===== config.mk =====
export PLATFORM = sky130hd
export DESIGN_NAME = rbsi_front
export DESIGN_NICKNAME = d
export VERILOG_FILES = /design/src/rtl/rbsi_pkg.sv /design/src/rtl/rbsi_front.sv
export SDC_FILE = /design/constraint.sdc
export NUM_CORES = 1
export LEC_CHECK = 0
export ABC_AREA = 1
export BUFFER_PORTS_ARGS = -buffer_cell sky130_fd_sc_hd__buf_2
export CORE_AREA = 8 8 317 319
export CTS_CLUSTER_DIAMETER = 150
export DETAILED_ROUTE_END_ITERATION = 10
export DIE_AREA = 0 0 325 327
export PLACE_DENSITY = 0.53
export SYNTH_ARGS = -nofsm -noshare
export SYNTH_HDL_FRONTEND = slang
export SYNTH_SLANG_ARGS = --single-unit

===== constraint.sdc =====
create_clock -name clk_i -period 27.4 [get_ports clk_i]
set_input_delay 1.37 -clock clk_i [delete_from_list [all_inputs] [get_ports clk_i]]
set_output_delay 1.37 -clock clk_i [all_outputs]
set_load 0.05 [all_outputs]

===== src/rtl/rbsi_pkg.sv =====
// Types, constants and register codes of the ray/box slab test.
// No dependencies; used by every module of the block.
package rbsi_pkg;

  localparam int FRAC_BITS  = 16;
  localparam int POS_W      = 37;
  localparam int DIR_W      = 18;
  localparam int DIST_W     = 24;
  localparam int NUM_W      = POS_W + 1 + FRAC_BITS;
  localparam int QB         = DIST_W + 1;
  localparam int QW         = DIST_W + 2;
  localparam int DIV_LAT    = QB + 2;
  localparam int FIFO_DEPTH = 4;
  localparam int FIFO_AW    = $clog2(FIFO_DEPTH);
  localparam int ZERO_LIM   = ((1 << FRAC_BITS) + 999999) / 1000000;
  localparam int CFG_IDX_W  = 3;
  localparam int IN_BITS    = 6 * POS_W + DIST_W;
  localparam int IN_DATA_W  = ((IN_BITS + 7) / 8) * 8;
  localparam int OUT_BITS   = DIST_W + 3;
  localparam int OUT_DATA_W = ((OUT_BITS + 7) / 8) * 8;

  typedef enum logic [CFG_IDX_W-1:0] {
    CFG_ORG_X = 3'd0,
    CFG_ORG_Y = 3'd1,
    CFG_ORG_Z = 3'd2,
    CFG_DIR_X = 3'd3,
    CFG_DIR_Y = 3'd4,
    CFG_DIR_Z = 3'd5
  } cfg_idx_e;

  typedef enum logic [2:0] {
    FACE_NONE  = 3'd0,
    FACE_NEG_X = 3'd1,
    FACE_POS_X = 3'd2,
    FACE_NEG_Y = 3'd3,
    FACE_POS_Y = 3'd4,
    FACE_NEG_Z = 3'd5,
    FACE_POS_Z = 3'd6
  } face_e;

  typedef struct packed {
    logic [2:0][POS_W-1:0] origin;
    logic [2:0][DIR_W-1:0] dir;
  } ray_cfg_t;

  typedef struct packed {
    logic [DIST_W-1:0] limit;
    logic              zmiss;
    logic [2:0]        zdir;
    logic [2:0]        dpos;
  } side_t;

  typedef struct packed {
    logic [2:0][NUM_W-1:0] num_lo;
    logic [2:0][NUM_W-1:0] num_hi;
    logic [2:0][DIR_W-1:0] dir;
    side_t                 side;
  } item_t;

endpackage


===== src/rtl/rbsi_front.sv =====
// Front stage: takes a box word, forms slab numerators and zero-axis checks.
// Depends on rbsi_pkg.
module rbsi_front import rbsi_pkg::*; (
  input  logic                 clk_i,
  input  logic                 rst_ni,
  input  ray_cfg_t             cfg_i,
  input  logic                 s_axis_tvalid_i,
  output logic                 s_axis_tready_o,
  input  logic [IN_DATA_W-1:0] s_axis_tdata_i,
  input  logic                 full_i,
  output logic                 push_o,
  output item_t                item_o
);

  logic  valid_q;
  item_t item_q, item_d;
  logic  accept;

  assign push_o          = valid_q && !full_i;
  assign s_axis_tready_o = !valid_q || !full_i;
  assign accept          = s_axis_tvalid_i && s_axis_tready_o;
  assign item_o          = item_q;

  always_comb begin
    logic [POS_W-1:0] lo, hi, org;
    logic [DIR_W-1:0] d, dmag;
    logic [POS_W:0]   dlo, dhi;
    logic             zero;
    item_d = '0;
    item_d.side.limit = s_axis_tdata_i[6*POS_W +: DIST_W];
    for (int a = 0; a < 3; a++) begin
      lo   = s_axis_tdata_i[a*POS_W +: POS_W];
      hi   = s_axis_tdata_i[(a+3)*POS_W +: POS_W];
      org  = cfg_i.origin[a];
      d    = cfg_i.dir[a];
      dlo  = {lo[POS_W-1], lo} - {org[POS_W-1], org};
      dhi  = {hi[POS_W-1], hi} - {org[POS_W-1], org};
      dmag = d[DIR_W-1] ? (~d + DIR_W'(1)) : d;
      zero = dmag < DIR_W'(ZERO_LIM);
      item_d.num_lo[a]   = {dlo, {FRAC_BITS{1'b0}}};
      item_d.num_hi[a]   = {dhi, {FRAC_BITS{1'b0}}};
      item_d.dir[a]      = d;
      item_d.side.zdir[a] = zero;
      item_d.side.dpos[a] = !d[DIR_W-1] && (d != '0);
      if (zero && (($signed(org) < $signed(lo)) || ($signed(org) > $signed(hi)))) begin
        item_d.side.zmiss = 1'b1;
      end
    end
  end

  always_ff @(posedge clk_i or negedge rst_ni) begin
    if (!rst_ni) begin
      valid_q <= 1'b0;
    end else if (accept) begin
      valid_q <= 1'b1;
    end else if (push_o) begin
      valid_q <= 1'b0;
    end
  end

  always_ff @(posedge clk_i) begin
    if (accept) begin
      item_q <= item_d;
    end
  end

endmodule


* Yosys cells after proc, flatten, opt, wreduce, memory -nomap -nowiden
Cells that the tools add are included.
Cells by class: add/sub/neg operators 9, $lt $le $gt $ge 9, multiplexer cells 6, bitwise operators 3, reductions and logical operators 22
Operators with widths (number):
- $sub A37 B37 Y38 | 6
- $gt A37 B37 Y1 | 3
- $lt A37 B37 Y1 | 3
- $add A18 B1 Y18 const B | 3
- $lt A18 B1 Y1 const B | 3
- $mux W18 | 3
- $not A18 Y18 | 3
- $reduce_bool A18 Y1 | 3
- $logic_and A1 B1 Y1 | 8
- $logic_not A1 Y1 | 5
- $logic_or A1 B1 Y1 | 4
- $mux W1 | 3
- $reduce_bool A2 Y1 | 1
- $reduce_or A2 Y1 | 1
Storage, ports and cells: register bits after elaboration 314, input bits 417

* Depth between registers and ports, before layout
depth after elaboration 6, mapped depth 18, gate-level depth less buffers 18

* Worst setup path before layout
Ideal clock, no wire load.
path type input port to flip-flop, from input s_axis_tvalid_i, to register item_q (netlist bit item_o[0]), enable pin, setup time 1.091 ns, arrival 16.410 ns, data required time 26.309 ns, path slack 9.899 ns, cell stages on the path 2, cells stage by stage inv_1 > a21oi_1
Between the ends: cells in the longest elaborated chain, start to end 1
RTL lines:
- from (decl) | RTL line rbsi_front.sv:7 | input logic s_axis_tvalid_i,
- $logic_and A1 B1 Y1 | RTL line rbsi_front.sv:21 | assign accept = s_axis_tvalid_i && s_axis_tready_o;
- net accept | RTL line rbsi_front.sv:17 | logic accept;
- to (signal assigned) | RTL line rbsi_front.sv:63 | item_q <= item_d;
- to (decl) | RTL line rbsi_front.sv:16 | item_t item_q, item_d;
The timed path passes the listed nets, and every way through them passes these cells. A chain may end at the register's enable or synchronous reset.

* Final worst setup path
from input s_axis_tvalid_i, to register item_q (netlist bit item_o[158]), enable pin
Same word-level chain as after synthesis.

==> metrics.txt <==
Setup Buffers After CTS 0; share of cells above drive strength 1 21.24%; Die X 325 um; CTS-repair resized insts 0; hold crit path type primary input to async pin; Synth top area share 34.65%; largest net degree at the start of global routing 153; CTS tree done; clk root buf clkbuf_16; Slew Limit Fails 0; H-tree depth 2; via count 26827; pwr dens 57.95 nW/um2; Die ar. 106300 um2; Post-Syn Area 27130 um2; first-pass GRT wire length 172300 um; CP Launch Type primary input; Syn Area/Cell 7.626 um2; synth warn 0; Critical Path AT 4.02 ns; Crit path depth 6; Worst-Skew Late Latency 0.61 ns; Leak 0.01626 uW; Clock Sinks 314; count leader, synth nand2_1; Synth area leader edfxtp_1; worst hold slack 0.5428 ns; Worst-Margin Slew 0.9056 ns; wire per inst 21.05 um; CTS Buf Count 42; f_max 264.1 MHz; ys async rst share 0.3185%; metal3 WL 7768 um; CTS Hold Buffers Added 0; initial antenna violation count 27; clk buf depth 3; Vias per Instance 4.753; Routability Congestion 0.9726; setup tns final 0 ns; area growth from synthesis to layout 23.71%; CTS clk-pin slew, worst paths 0.06 ns; post-synthesis cell count 3557; Final ANT Viol Nets 0; max-cap violations 0; residual DRC count 0; unrepaired setup endpoints after global routing no; Post-synth EDFFs 313; maximum VDD drop 0.04381 mV; Final Skew 0.02649 ns; Worst path slowest cell buf_4; critical path class primary input to flop; vias in the first global route 27354; flops & latches, synth 314; R2R Path End item_o[158]; worst-path fanout max 152; Slew HR 39.63%; CP endpoint kind flop; drt first pass iters 5; r2r setup slk 24.07 ns; total wire length 118800 um; sequential fraction of the synthesis area 34.74%; crit path from s_axis_tvalid_i; Post-synth top cells 818 x nand2_1, 560 x inv_1, 364 x nor2_1, 313 x edfxtp_1, 282 x a21oi_1; all-layer global routing usage 21.29%; Most used DFF post-synth edfxtp_1; Finish-stage setup viols 0; top post-synthesis cells by area edfxtp_1 35%, nand2_1 11%, ha_1 11%; Die Ht 327 um; post-DP HPWL 102700 um; Data required, critical path 27.63 ns; Starting Density 28.34%; First DRT Iteration DRCs 1817; Tmin final 3.786 ns; final total power 1945 uW; Core Rows 114; status complete, no violations; Worst Reg-to-Reg Cells 4; slowest cell delay on critical path 0.79 ns; CP delay by family, top buffers and inverters; worst r2r src valid_q; cell mode on critical path buf_4; Critical path buffers and inverters 5; part of the cycle the worst path needs 13.82%; nets@finish 4976; crit path cell chain buf_2 -> inv_1 -> a21oi_4 -> buf_12 -> buf_4 -> buf_4; DR top layer met4; total global routing overflow 0; core area 95710 um2; I/O Pins 828; Fin. Hold Viols 0; PortBufs 729; Synth cell types 54; WL met2 57680 um; DRT met1 WL 50020 um
## cell families after synthesis
family                     after synthesis  synth area share [%]
and+or+nand+nor                       1532                 23.83
buffers and inverters                  678                 10.74
AOI/OAI and AO/OA                      584                 12.76
DFF                                    314                 34.74
adders and majority gates              237                 11.10
xor gates and xnor gates               211                 6.813
other                                    1               0.01382
## routing by layer
layer | vias to the layer above | global-route usage [%]
li1 | 13130 | -
met1 | 12553 | 26.18
met2 | 988 | 37.39
met3 | 156 | 4.648
met4 | 0 | 5.932
met5 | - | 0
## layout make-up
| type | count | area, um2 |
|---|---|---|
| fill | 10362 | 62150 |
| multi-input combinational | 2660 | 15160 |
| antenna | 14 | 35.03 |
| clock buffer | 45 | 1126 |
| clock inverter | 31 | 386.6 |
| inverter | 571 | 2143 |
| sequential | 314 | 9424 |
| tap | 1276 | 1597 |
| timing repair buffer | 733 | 3691 |
## cells in the final DEF (no fill, tap or decap), types with 14 or more instances in the layout
| master | n |
|---|---|
| a21oi_1 | 281 |
| a31oi_1 | 25 |
| buf_2 | 729 |
| clkbuf_16 | 45 |
| conb_1 | 96 |
| diode_2 | 14 |
| edfxtp_1 | 313 |
| ha_1 | 231 |
| inv_1 | 560 |
| nand2_1 | 818 |
| nand2_2 | 15 |
| nand3_1 | 185 |
| nand4_1 | 32 |
| nor2_1 | 364 |
| nor2_2 | 23 |
| nor3_1 | 44 |
| nor4_1 | 14 |
| o21a_1 | 15 |
| o21ai_0 | 121 |
| o21ai_1 | 21 |
| o21bai_1 | 37 |
| xnor2_1 | 63 |
| xor2_1 | 148 |
## power breakdown
group          switching (uW)  leakage, uW  internal (uW)
registers                15.6      0.00300            599
logic                     526       0.0125            185
clock network             245     0.000729            374
## worst max path at each step
stage / endpoint / slack (ns)
floorplan: item_o[0] / 9.90
CTS: item_o[168] / 23.63
global placement: item_o[158] / 23.00
global route: item_o[168] / 23.43
detailed placement: item_o[158] / 22.94
finish: item_o[158] / 23.61
## flip-flops by register name, summed over array words and instances, names as in the netlist
register / cells
item_o: 313
valid_q: 1
## metrics by stage
step | utilization, % | setup slack [ns] | instance area, um2 | instances
final | 35.06 | 23.61 | 33560 | 5644
after global routing | 35.05 | 23.43 | 33550 | 5640
after CTS | 35.03 | 23.63 | 33520 | 5630
after detailed placement | 33.45 | 22.94 | 32010 | 5554
after global placement | 33.45 | 23.00 | 32010 | 5554
after floorplan | - | 9.899 | 27480 | 3652
No activity file was read; power rests on OpenSTA's default activity.
