**config.mk**
```make
export PLATFORM = sky130hd
export DESIGN_NAME = rbsi_fifo
export DESIGN_NICKNAME = d
export VERILOG_FILES = /design/src/rtl/rbsi_pkg.sv /design/src/rtl/rbsi_fifo.sv
export SDC_FILE = /design/constraint.sdc
export NUM_CORES = 1
export LEC_CHECK = 0
export ABC_CLOCK_PERIOD_IN_PS = 12270
export BUFFER_PORTS_ARGS = -buffer_cell sky130_fd_sc_hd__buf_4
export CORE_ASPECT_RATIO = 0.5
export CORE_UTILIZATION = 35
export CTS_CLUSTER_DIAMETER = 60
export DETAILED_ROUTE_END_ITERATION = 16
export MAX_ROUTING_LAYER = met4
export SYNTH_ARGS = -nofsm -noshare
export SYNTH_HDL_FRONTEND = slang
export SYNTH_SLANG_ARGS = --single-unit
```
**constraint.sdc**
```tcl
create_clock -name clk_i -period 12.27 [get_ports clk_i]
set_clock_uncertainty 0.1 [all_clocks]
set_input_delay 1.227 -clock clk_i [delete_from_list [all_inputs] [get_ports clk_i]]
set_output_delay 1.227 -clock clk_i [all_outputs]
set_load 0.01 [all_outputs]
```
**src/rtl/rbsi_pkg.sv**
```systemverilog
// Types, constants and register codes of the ray/box slab test.
// No dependencies; used by every module of the block.
package rbsi_pkg;

  localparam int FRAC_BITS  = 16;
  localparam int POS_W      = 37;
  localparam int DIR_W      = 18;
  localparam int DIST_W     = 24;
  localparam int NUM_W      = POS_W + 1 + FRAC_BITS;
  localparam int QB         = DIST_W + 1;
  localparam int QW         = DIST_W + 2;
  localparam int DIV_LAT    = QB + 2;
  localparam int FIFO_DEPTH = 4;
  localparam int FIFO_AW    = $clog2(FIFO_DEPTH);
  localparam int ZERO_LIM   = ((1 << FRAC_BITS) + 999999) / 1000000;
  localparam int CFG_IDX_W  = 3;
  localparam int IN_BITS    = 6 * POS_W + DIST_W;
  localparam int IN_DATA_W  = ((IN_BITS + 7) / 8) * 8;
  localparam int OUT_BITS   = DIST_W + 3;
  localparam int OUT_DATA_W = ((OUT_BITS + 7) / 8) * 8;

  typedef enum logic [CFG_IDX_W-1:0] {
    CFG_ORG_X = 3'd0,
    CFG_ORG_Y = 3'd1,
    CFG_ORG_Z = 3'd2,
    CFG_DIR_X = 3'd3,
    CFG_DIR_Y = 3'd4,
    CFG_DIR_Z = 3'd5
  } cfg_idx_e;

  typedef enum logic [2:0] {
    FACE_NONE  = 3'd0,
    FACE_NEG_X = 3'd1,
    FACE_POS_X = 3'd2,
    FACE_NEG_Y = 3'd3,
    FACE_POS_Y = 3'd4,
    FACE_NEG_Z = 3'd5,
    FACE_POS_Z = 3'd6
  } face_e;

  typedef struct packed {
    logic [2:0][POS_W-1:0] origin;
    logic [2:0][DIR_W-1:0] dir;
  } ray_cfg_t;

  typedef struct packed {
    logic [DIST_W-1:0] limit;
    logic              zmiss;
    logic [2:0]        zdir;
    logic [2:0]        dpos;
  } side_t;

  typedef struct packed {
    logic [2:0][NUM_W-1:0] num_lo;
    logic [2:0][NUM_W-1:0] num_hi;
    logic [2:0][DIR_W-1:0] dir;
    side_t                 side;
  } item_t;

endpackage

```
**src/rtl/rbsi_fifo.sv**
```systemverilog
// Short queue between the front stage and the divider pipeline.
// Depends on rbsi_pkg.
module rbsi_fifo import rbsi_pkg::*; (
  input  logic  clk_i,
  input  logic  rst_ni,
  input  logic  push_i,
  input  item_t item_i,
  input  logic  pop_i,
  output item_t head_o,
  output logic  full_o,
  output logic  empty_o
);

  item_t              mem_q [FIFO_DEPTH];
  logic [FIFO_AW-1:0] wr_q, rd_q;
  logic [FIFO_AW:0]   cnt_q;

  assign full_o  = cnt_q == (FIFO_AW+1)'(FIFO_DEPTH);
  assign empty_o = cnt_q == '0;
  assign head_o  = mem_q[rd_q];

  always_ff @(posedge clk_i or negedge rst_ni) begin
    if (!rst_ni) begin
      wr_q  <= '0;
      rd_q  <= '0;
      cnt_q <= '0;
    end else begin
      if (push_i) wr_q <= wr_q + FIFO_AW'(1);
      if (pop_i)  rd_q <= rd_q + FIFO_AW'(1);
      if (push_i && !pop_i) begin
        cnt_q <= cnt_q + (FIFO_AW+1)'(1);
      end else if (pop_i && !push_i) begin
        cnt_q <= cnt_q - (FIFO_AW+1)'(1);
      end
    end
  end

  always_ff @(posedge clk_i) begin
    if (push_i) begin
      mem_q[wr_q] <= item_i;
    end
  end

endmodule

```
Word-level counts from Yosys, hierarchy flattened --
Memory sizes are Yosys's and may differ from the RTL's. Cells that the tools add are included.
Operators by class: $add $sub $neg 4, reductions and logical operators 6, multiplexer cells 4, eq/ne operators 1
Operator list (count):
- $mux W3 | 2
- $add A2 B1 Y2 const B | 2
- $add A3 B1 Y3 const B | 1
- $eq A3 B3 Y1 const B | 1
- $logic_not A3 Y1 | 1
- $sub A3 B1 Y3 const B | 1
- $logic_and A1 B1 Y1 | 2
- $logic_not A1 Y1 | 2
- $mux W1 | 2
- $reduce_bool A2 Y1 | 1
Storage, ports and cells: flip-flop bits (word level) 7, memories kept 1, RAM bits 1636, logic and storage cells 19
Memories:
- mem_q | words 4, bits a word 409, read ports 1, clocked after memory_dff 0, write ports 1, line rbsi_fifo.sv:14 | item_t mem_q [FIFO_DEPTH];

Logic depth before layout (Yosys ltp) --
Gate-level depths: netlist of the first run.
depth in word-level cells 4, gate-level depth with buffers 7, gate-level depth less buffers 7

Worst setup path after synthesis of the first run --
No wires, ideal clock.
path kind input-to-reg, start input push_i, end memory mem_q[1][0] in the netlist's numbering (enable), setup time 0.823 ns, slack 0.924 ns, stages 1, data required time 11.347 ns, data arrival time 10.423 ns, cell sequence and2_1
On the way: longest elaborated chain between the ends 2
Ends and longest elaborated chain:
- start: declaration | line rbsi_fifo.sv:6 | input logic push_i,
- $mux W1 | line rbsi_fifo.sv:39 | if (push_i) begin
- $mux W1 (not written as such) | line rbsi_fifo.sv:40 | mem_q[wr_q] <= item_i;
- end: declaration | line rbsi_fifo.sv:14
No other way between the ends.

==> impl_summary.md, run 1 <==
Run status
The run finished, with violations left. The final reports fail on DRC.

Power
For this design the ratio of total power to cell area is 246.5 mW/mm^2. The clock network accounts for 26.0% of the total power. The internal power of the cells is 12.62 mW. VDD sags by at most 0.0002617 V. Summed over all nets, the switching power comes to 5.367 mW. The combinational share of power is 31.7%. The power share of the sequential group is 42.4%. The leakage power of the design is 24.32 nW. Net switching is 29.83% of the power.

Floorplanning
The die height is 294.4 um. Measured along the x axis, the die boundary spans 586.7 um. Pin placement for this block handled 824 I/O pins. The floorplan has 106 rows. The initial core utilization is 35.52%. The region available for standard cell placement spans 0.1684 mm^2. The die covers 0.1727 mm^2.

Setup path
The worst setup path is of the flop to output pin kind. The critical path goes through buf_12, buf_4, mux4_2, buf_4. Data arrives at the worst endpoint at 4.41 ns. The critical-path cell with the highest stage delay is dfrtp_4. The delay contributed by the slowest stage of the critical path is 1.15 ns.

The worst setup path is launched from a flop. The data required time of the critical path is 10.94 ns. In this run the worst path has a maximum fanout of 148. The most numerous cell type found on the critical path is buf_4.

The worst setup path is captured at an output pin.

Clock tree
The root cell of the clock tree is clkbuf_16. TritonCTS built the clock tree. Counting along the longest clock path gives a buffer depth of 4. The clock-pin slew reported for the worst setup and hold paths after clock tree synthesis is 0.07 ns. The maximum level of the CTS H-tree is 4. The number of hold-repair buffers added at the cts stage is 0. The post-CTS setup-driven buffer insertion count is 0.

The clock net in this run drives a total of 1,643 sinks. The clock buffer count from CTS is 154. The later pin in the worst-skew pair is clocked with a latency of 0.77 ns. The number of gates given a new drive strength after cts is 0.

Final layout
Leaving out fill and tap cells, the most frequent cell in the layout is edfxtp_1. In the final layout, the share of cells above drive strength 1 is 45.95%. The layout filler cell count is 14,420. The number of nets in the finished design is 3,510. In the layout the commonest cells are edfxtp_1, buf_4, mux4_2. Compared with the post-synthesis result, the final layout area differs by 21.95%. At the end of the flow the core is filled with cells to 43.32%.

Place
The estimated wirelength of the detail-placed design is 93,420 um. The weighted congestion reported at the end of routability-driven placement is 0.8301. At the placement stage, the worst setup path has a slack of 7.312 ns. The number of port buffers is 823.

Timing
In this run the tightest slew margin relative to its limit is 22.08%. Setup repair after global routing left no endpoint under its margin. Static timing analysis puts the maximum clock frequency at 174.3 MHz.

The worst path uses 46.75% of the clock period. The final worst-path setup slack is 6.533 ns. The minimum clock period after layout is 5.737 ns.

Setup violations remaining at the end of the flow were counted as 0. For the pin with the worst max-slew slack, the measured transition is 1.169 ns. The worst hold slack is 0.1624 ns.

The accumulated negative setup slack is 0 ns. The max-slew violation total from the final report is 0. The number of endpoints with negative hold slack in the final report came to 0.

Yosys
The cell count after synthesis came out at 2,171. The number of enable-type register cells in the synthesized netlist is 1,636. The sequential element share of the synthesized area is 82.40%. The synthesized flop and latch total is 1,643.

In the synthesized netlist the async set-or-reset flop fraction comes to 0.4260%. Counting distinct cell types in the post-synthesis netlist gives 21. During synthesis, Yosys emitted a total of 0 warnings. Among all flip-flop cells after synthesis, the most frequent one is edfxtp_1.

The net count after synthesis is 2,590. The post-synthesis instance area is 0.05984 mm^2. A synthesized cell averages 27.56 um^2.

Route
The final layout contains routed wiring with a total length of 145,800 um. Using the TritonRoute via totals, the vias-per-cell ratio works out to 4.868. The routed layout has 26,754 vias.

The initial detailed-routing violation count is 1,676. The residual antenna-violating net count after detailed routing is 0. The pre-antenna-repair detailed-routing pass consisted of 11 iterations.

The remaining design rule violation count is 8. The post-detailed-route wirelength per cell is 26.53 um.

Worst hold path
The worst min-delay path category is primary input to asynchronous set/reset pin.

GRT
The initial antenna violation count is 31. The via count of the first global-routing pass is 27,914. The global-route wire length before repair is 203,100 um. Entering global routing, the biggest net connects 149 pins.

The global-route usage over all layers is 16.86%. The global route total overflow is 0.

Run
Across the run, the number of max-cap violations was 0.
[critical path: cells and delay by family (launching register included)]
family   cells  cell delay [ns]
flops        1             1.15
mux          1             0.45
buf+inv      3             1.82
[layer usage]
metal | global-route usage [%] | wire [um] | vias to the layer above | share of wire [%]
met5 | - | 0 | - | 0
met4 | 7.791 | 5886 | 0 | 4.0
met3 | 3.111 | 6050 | 248 | 4.1
met2 | 31.57 | 84540 | 629 | 58
met1 | 17.08 | 49340 | 14517 | 34
li1 | - | - | 11360 | -
[final cells by class]
class	count	area (um^2)	area share (%)
sequential	1643	49310	67.58
inverter	4	15.01	0.02058
antenna	29	72.57	0.09945
tap	2268	2838	3.889
multi-input combinational	432	9422	12.91
clock buffer	191	4099	5.617
clock inverter	73	700.7	0.9602
timing repair buffer	856	6514	8.927
[cells by family (layout without fill, tap and decap cells)]
logic type | Yosys count | in the layout | share of synthesized area (%)
AND/OR/NAND/NOR | 9 | 9 | 0.08154
flip-flops | 1643 | 1643 | 82.40
XOR/XNOR | 6 | 6 | 0.08782
adder cells (fa/ha/maj) | 6 | 6 | 0.1380
multiplexers | 410 | 410 | 15.41
other | 0 | 29 | 0
buffers and inverters | 96 | 1124 | 1.876
AO/OA/AOI/OAI | 1 | 1 | 0.008356
[power groups by stage]
stage	Combinational (mW)	Sequential, mW	Clock [mW]
floorplan	3.38	8.08	0
CTS	5.87	7.63	4.78
global route	5.96	7.70	4.99
global placement	5.86	7.70	0
finish	5.69	7.62	4.67
detailed placement	5.86	7.75	0
[Yosys cell counts, drive strengths merged (2+ instances only)]
cell type	instances	area share, %
edfxtp	1636	82
mux4	409	15
buf	88	1.8
dfrtp	7	0.29
ha	5	0.10
and2	4	0.042
clkbuf	4	0.025
inv	4	0.025
xor2	4	0.059
nand2	2	0.013
xnor2	2	0.029
[path summary, 6_finish.rpt]
check / startpoint / end / slack (ns) / cells after the start
worst max-delay path: rd_q[1] / head_o[116] / 6.53 / 4
worst min-delay path: rst_ni / cnt_q[2] / 0.16 / 1
worst max register to register: wr_q[0] / mem_q[2][202] / 8.21 / 6
worst min register to register: cnt_q[2] / cnt_q[2] / 0.40 / 1
max in group asynchronous: rst_ni / rd_q[0] / 11.76 / 1
min in group clk_i: cnt_q[2] / cnt_q[2] / 0.40 / 1
[stage by stage]
stage	instance area, um^2	std cells	power [mW]
floorplan	59840	2171	11.46
global placement	68100	5203	13.57
detailed placement	68100	5203	13.61
CTS	72900	5467	18.29
global route	72970	5496	18.65
finish	72970	5496	17.99
[state kept, by name, indices dropped and copies added (netlist names)]
| register | count |
|---|---|
| mem_q | 1636 |
| cnt_q | 3 |
| rd_q | 2 |
| wr_q | 2 |
No activity file was read; power rests on OpenSTA's default activity.
==> inputs of run 2 (changes only) <==
- ABC_AREA: unset -> 1
- ABC_CLOCK_PERIOD_IN_PS: 12270 -> 4800
- clock period: 12.27 -> 4.8 ns (I/O delays scaled with it)
==> run 2 against run 1 <==
Net effect:
- wire length rose by 13%
- critical path type unchanged
- hold slack got worse by 0.11 ns
- largest power group unchanged
- die area rose by 8.3%
- the run now ends clean
==> impl_summary.md, run 2 <==
Final layout
The final cell utilization of the core is 45.00% (+1.7 points). The largest registers in the layout are mem_q x1636, cnt_q x3. The library cell used most frequently in the layout, excluding fill and tap cells, is edfxtp_1.

The flip-flop count of the largest register after layout is 1,636 (unchanged). The fraction of layout cells with a size suffix above 1 is 18.14% (-28 points). From synthesis to final layout, the design area changed by 27.46%. Leaving out fill and tap cells, the most frequent cells in the layout are edfxtp_1, nand2_1, buf_4. The register ranked first by flip-flop count is mem_q. The number of nets in the finished design is 6,425 (+83%).

Setup path
The signal on the critical path passes through buf_12, buf_4, buf_4, nand2_1, o211ai_1, nand2_1, buf_4. The delay contributed by the slowest stage of the critical path is 0.93 ns (-0.22 ns). The category of the worst setup path launch point is a flop.

Among all stages on the critical path, the largest delay is contributed by dfrtp_4. The library cell appearing most often on the critical path is buf_4. The family with the most delay on the worst path is buffers and inverters. The worst setup path is captured at an output pin. The startpoint of the lowest-slack register-to-register path is wr_q[0]. The total buffers and inverters traversed by the critical path is 4 (+1). The critical path arrival is 2.93 ns (-1.48 ns). In this run the worst setup path begins at rd_q[0]. The startpoint-to-endpoint class of the critical path is flop to output pin.

The register-to-register setup slack came to 1.84 ns (-6.37 ns). The data required time of the critical path was 4.22 ns (-6.72 ns). The maximum fanout along the worst path is 53 (-64%).

GRT
The global-route wire length before repair is 239,300 um (+18%). The via count of the first global-routing pass is 37,972 (+36%). The initial antenna violation count came to 23 (-26%).

The global route total overflow was 0 (unchanged). The global-route usage over all layers is 17.61% (+0.75 points). The largest net degree at the start of global routing is 157 (+5.4%).

Place
The weighted congestion reported at the end of routability-driven placement is 0.8072 (-2.8%). The number of port buffers is 823 (unchanged). The estimated wirelength of the detail-placed design was 105,000 um (+12%). The worst slack at placement is 1.809 ns (-5.503 ns).

Run status
The flow ran to the end, and the final reports show no timing, DRC or antenna violations.

Yosys
The number of enable-type register cells in the synthesized netlist was 1,636 (unchanged). The post-synthesis instance area came to 0.06482 mm^2 (+8.3%). The cell taking the most area after synthesis is edfxtp_1. The post-synthesis cell type count is 19 (-9.5%). The area share of the largest cell type after synthesis is 75.79% (-6.3 points). The async set or reset register ratio after synthesis is 0.4260% (unchanged). The number of warnings printed during yosys synthesis is 0 (unchanged).

By area the synthesized netlist is led by edfxtp_1, o211ai_1, nand2_1, inv_1, buf_2. The sequential element share of the synthesized area was 76.06% (-6.3 points). The synthesized flop and latch total came to 1,643 (unchanged). The average size of a mapped cell came to 13.45 um^2 (-51%). The commonest cells after synthesis are edfxtp_1, nand2_1, inv_1, o211ai_1, buf_2. The dominant synthesized flop cell is edfxtp_1. The gate count of the mapped netlist is 4,820 (+120%). The most numerous cell in the Yosys netlist is edfxtp_1. The net count after synthesis is 5,239 (+100%).

Timing
The share of the cycle needed by the critical path after routing is 73.15%. The number of endpoints with negative hold slack in the final report is 0 (unchanged). The smallest clock period supported by the final layout is computed as 3.511 ns. The final worst-path setup slack is 1.289 ns (-5.244 ns). The max-slew violation total from the final report is 0 (unchanged). The highest achievable clock rate is 284.8 MHz. The accumulated negative setup slack was 0 ns (unchanged). The worst-margin pin slew was 1.088 ns (-0.08040 ns).

Setup repair after global routing left no endpoint under its margin. The number of failing setup endpoints in the final timing report is 0 (unchanged). The worst slew margin relative to its limit is 27.44% (+5.4 points). The worst hold slack is 0.05024 ns (-0.1122 ns).

Power
The power share of the sequential group is 38.6% (-3.8 points). The net switching component of the power is 17.97 mW (+230%). The share of total power consumed by net switching was 35.87% (+6.0 points).

The combinational share of power is 38.1% (+6.4 points). The internal power of the cells was 32.13 mW (+150%). The power per cell area came to 606.3 mW/mm^2 (+150%). The worst-case vdd ir drop is 0.0005471 V (+110%). The clock power share is 23.2% (-2.8 points). The leakage power of the design is 32.34 nW (+33%).

Clock tree
TritonCTS built the clock tree. The insertion delay to the later sink of the worst-skew pair is 0.77 ns (about the same). The maximum level of the CTS H-tree is 4 (unchanged).

The clock buffer count from CTS is 156 (+1.3%). The deepest clock path buffer count was 3 (-1). The cell sitting at the root of the clock tree is a clkbuf_16. The CTS sink count is 1,643 (unchanged).

The post-CTS setup-driven buffer insertion count is 0 (unchanged). The number of hold-repair buffers added at the cts stage is 412 (+412). The clock-pin slew reported for the worst setup and hold paths after clock tree synthesis is 0.06 ns (about the same). The number of gates given a new drive strength after cts came to 0 (unchanged).

Route
The residual antenna-violating net count after detailed routing is 0 (unchanged). The post-detailed-route wirelength per cell is 19.07 um (-28%). The remaining design rule violation count came to 0 (-8). The length of the first detailed-routing pass in iterations is 5 (-6). The initial detailed-routing violation count came to 2,440 (+46%). The routed wire length is 164,500 um (+13%).

The via count of the routed design was 39,537 (+48%). The post-detailed-route via-to-cell ratio was 4.582 (-5.9%).

Floorplanning
The top-level I/O count came to 824 (unchanged). The die height is 306.3 um (+4.1%). The number of rows in the core area came to 111 (+4.7%). The initial core utilization is 35.30% (-0.22 points). The width of the die was 610.6 um (+4.1%). The area of the die is 0.1870 mm^2 (+8.3%). The total core area is 0.1836 mm^2 (+9.0%).

Worst hold path
The min-delay analysis places its worst path in the category primary input to asynchronous set/reset pin.

Run
The count of maximum capacitance violations came to 0 (unchanged).
-- run 2: cell types whose count changed after synthesis, sizes merged, moves of 4 or more --
cell    delta
buf      +139
o211ai   +818
clkbuf    +43
inv      +826
and2       -4
mux4     -409
nand2   +1238
-- run 2: path summary, 6_finish.rpt --
kind,endpoint,cells after the start
worst max register to register,mem_q[2][250],6
worst min register to register,cnt_q[2],2
worst max-delay path,head_o[101],7
worst min-delay path,wr_q[0],2
min in group clk_i,mem_q[3][96],2
max in group asynchronous,rd_q[0],2
-- run 2: stage by stage --
stage                     instances  area [um^2]  power (mW)
after global routing           8628        82620       52.55
after detailed placement       7922        73700       38.80
after CTS                      8615        82590       50.76
after floorplan                4820        64880       30.37
final                          8629        82620       50.09
after global placement         7922        73700       38.60
-- run 2: cell families (layout without fill, tap and decap cells) --
| logic type | count (synthesis) | in the layout | share of synthesized area [%] |
|---|---|---|---|
| flops | 1643 | 1643 | 76.06 |
| xor+xnor | 4 | 4 | 0.05406 |
| buf+inv | 1104 | 2413 | 7.061 |
| simple gates | 1244 | 1244 | 7.214 |
| fa+ha+maj | 6 | 6 | 0.1274 |
| other cells | 0 | 14 | 0 |
| compound gates | 819 | 819 | 9.482 |
-- run 2: final cells by class --
class                   instances  area (um^2)
flip-flops and latches       1643        49310
diodes                         14        35.03
fillers                     16310       101000
clock inverters                90        644.4
well taps                    2486         3110
repair buffers               1302        11290
inverters                     830         3138
multi-input cells            2073        10970
clock buffers                 191         4120
-- run 2: power groups by stage --
stage               clock network [mW]  logic, mW  registers, mW
finish                            11.6       19.1           19.4
global route                      12.4       20.6           19.6
CTS                               11.9       19.5           19.4
detailed placement                   0       19.1           19.7
global placement                     0       19.0           19.6
floorplan                            0       10.2           20.2
-- run 2: metal layers --
layer	vias up	global-route usage (%)	wire, um
met4	0	9.797	9358
li1	19235	-	-
met3	347	2.228	4518
met2	664	33.37	92900
met5	-	-	0
met1	19291	17.38	57750
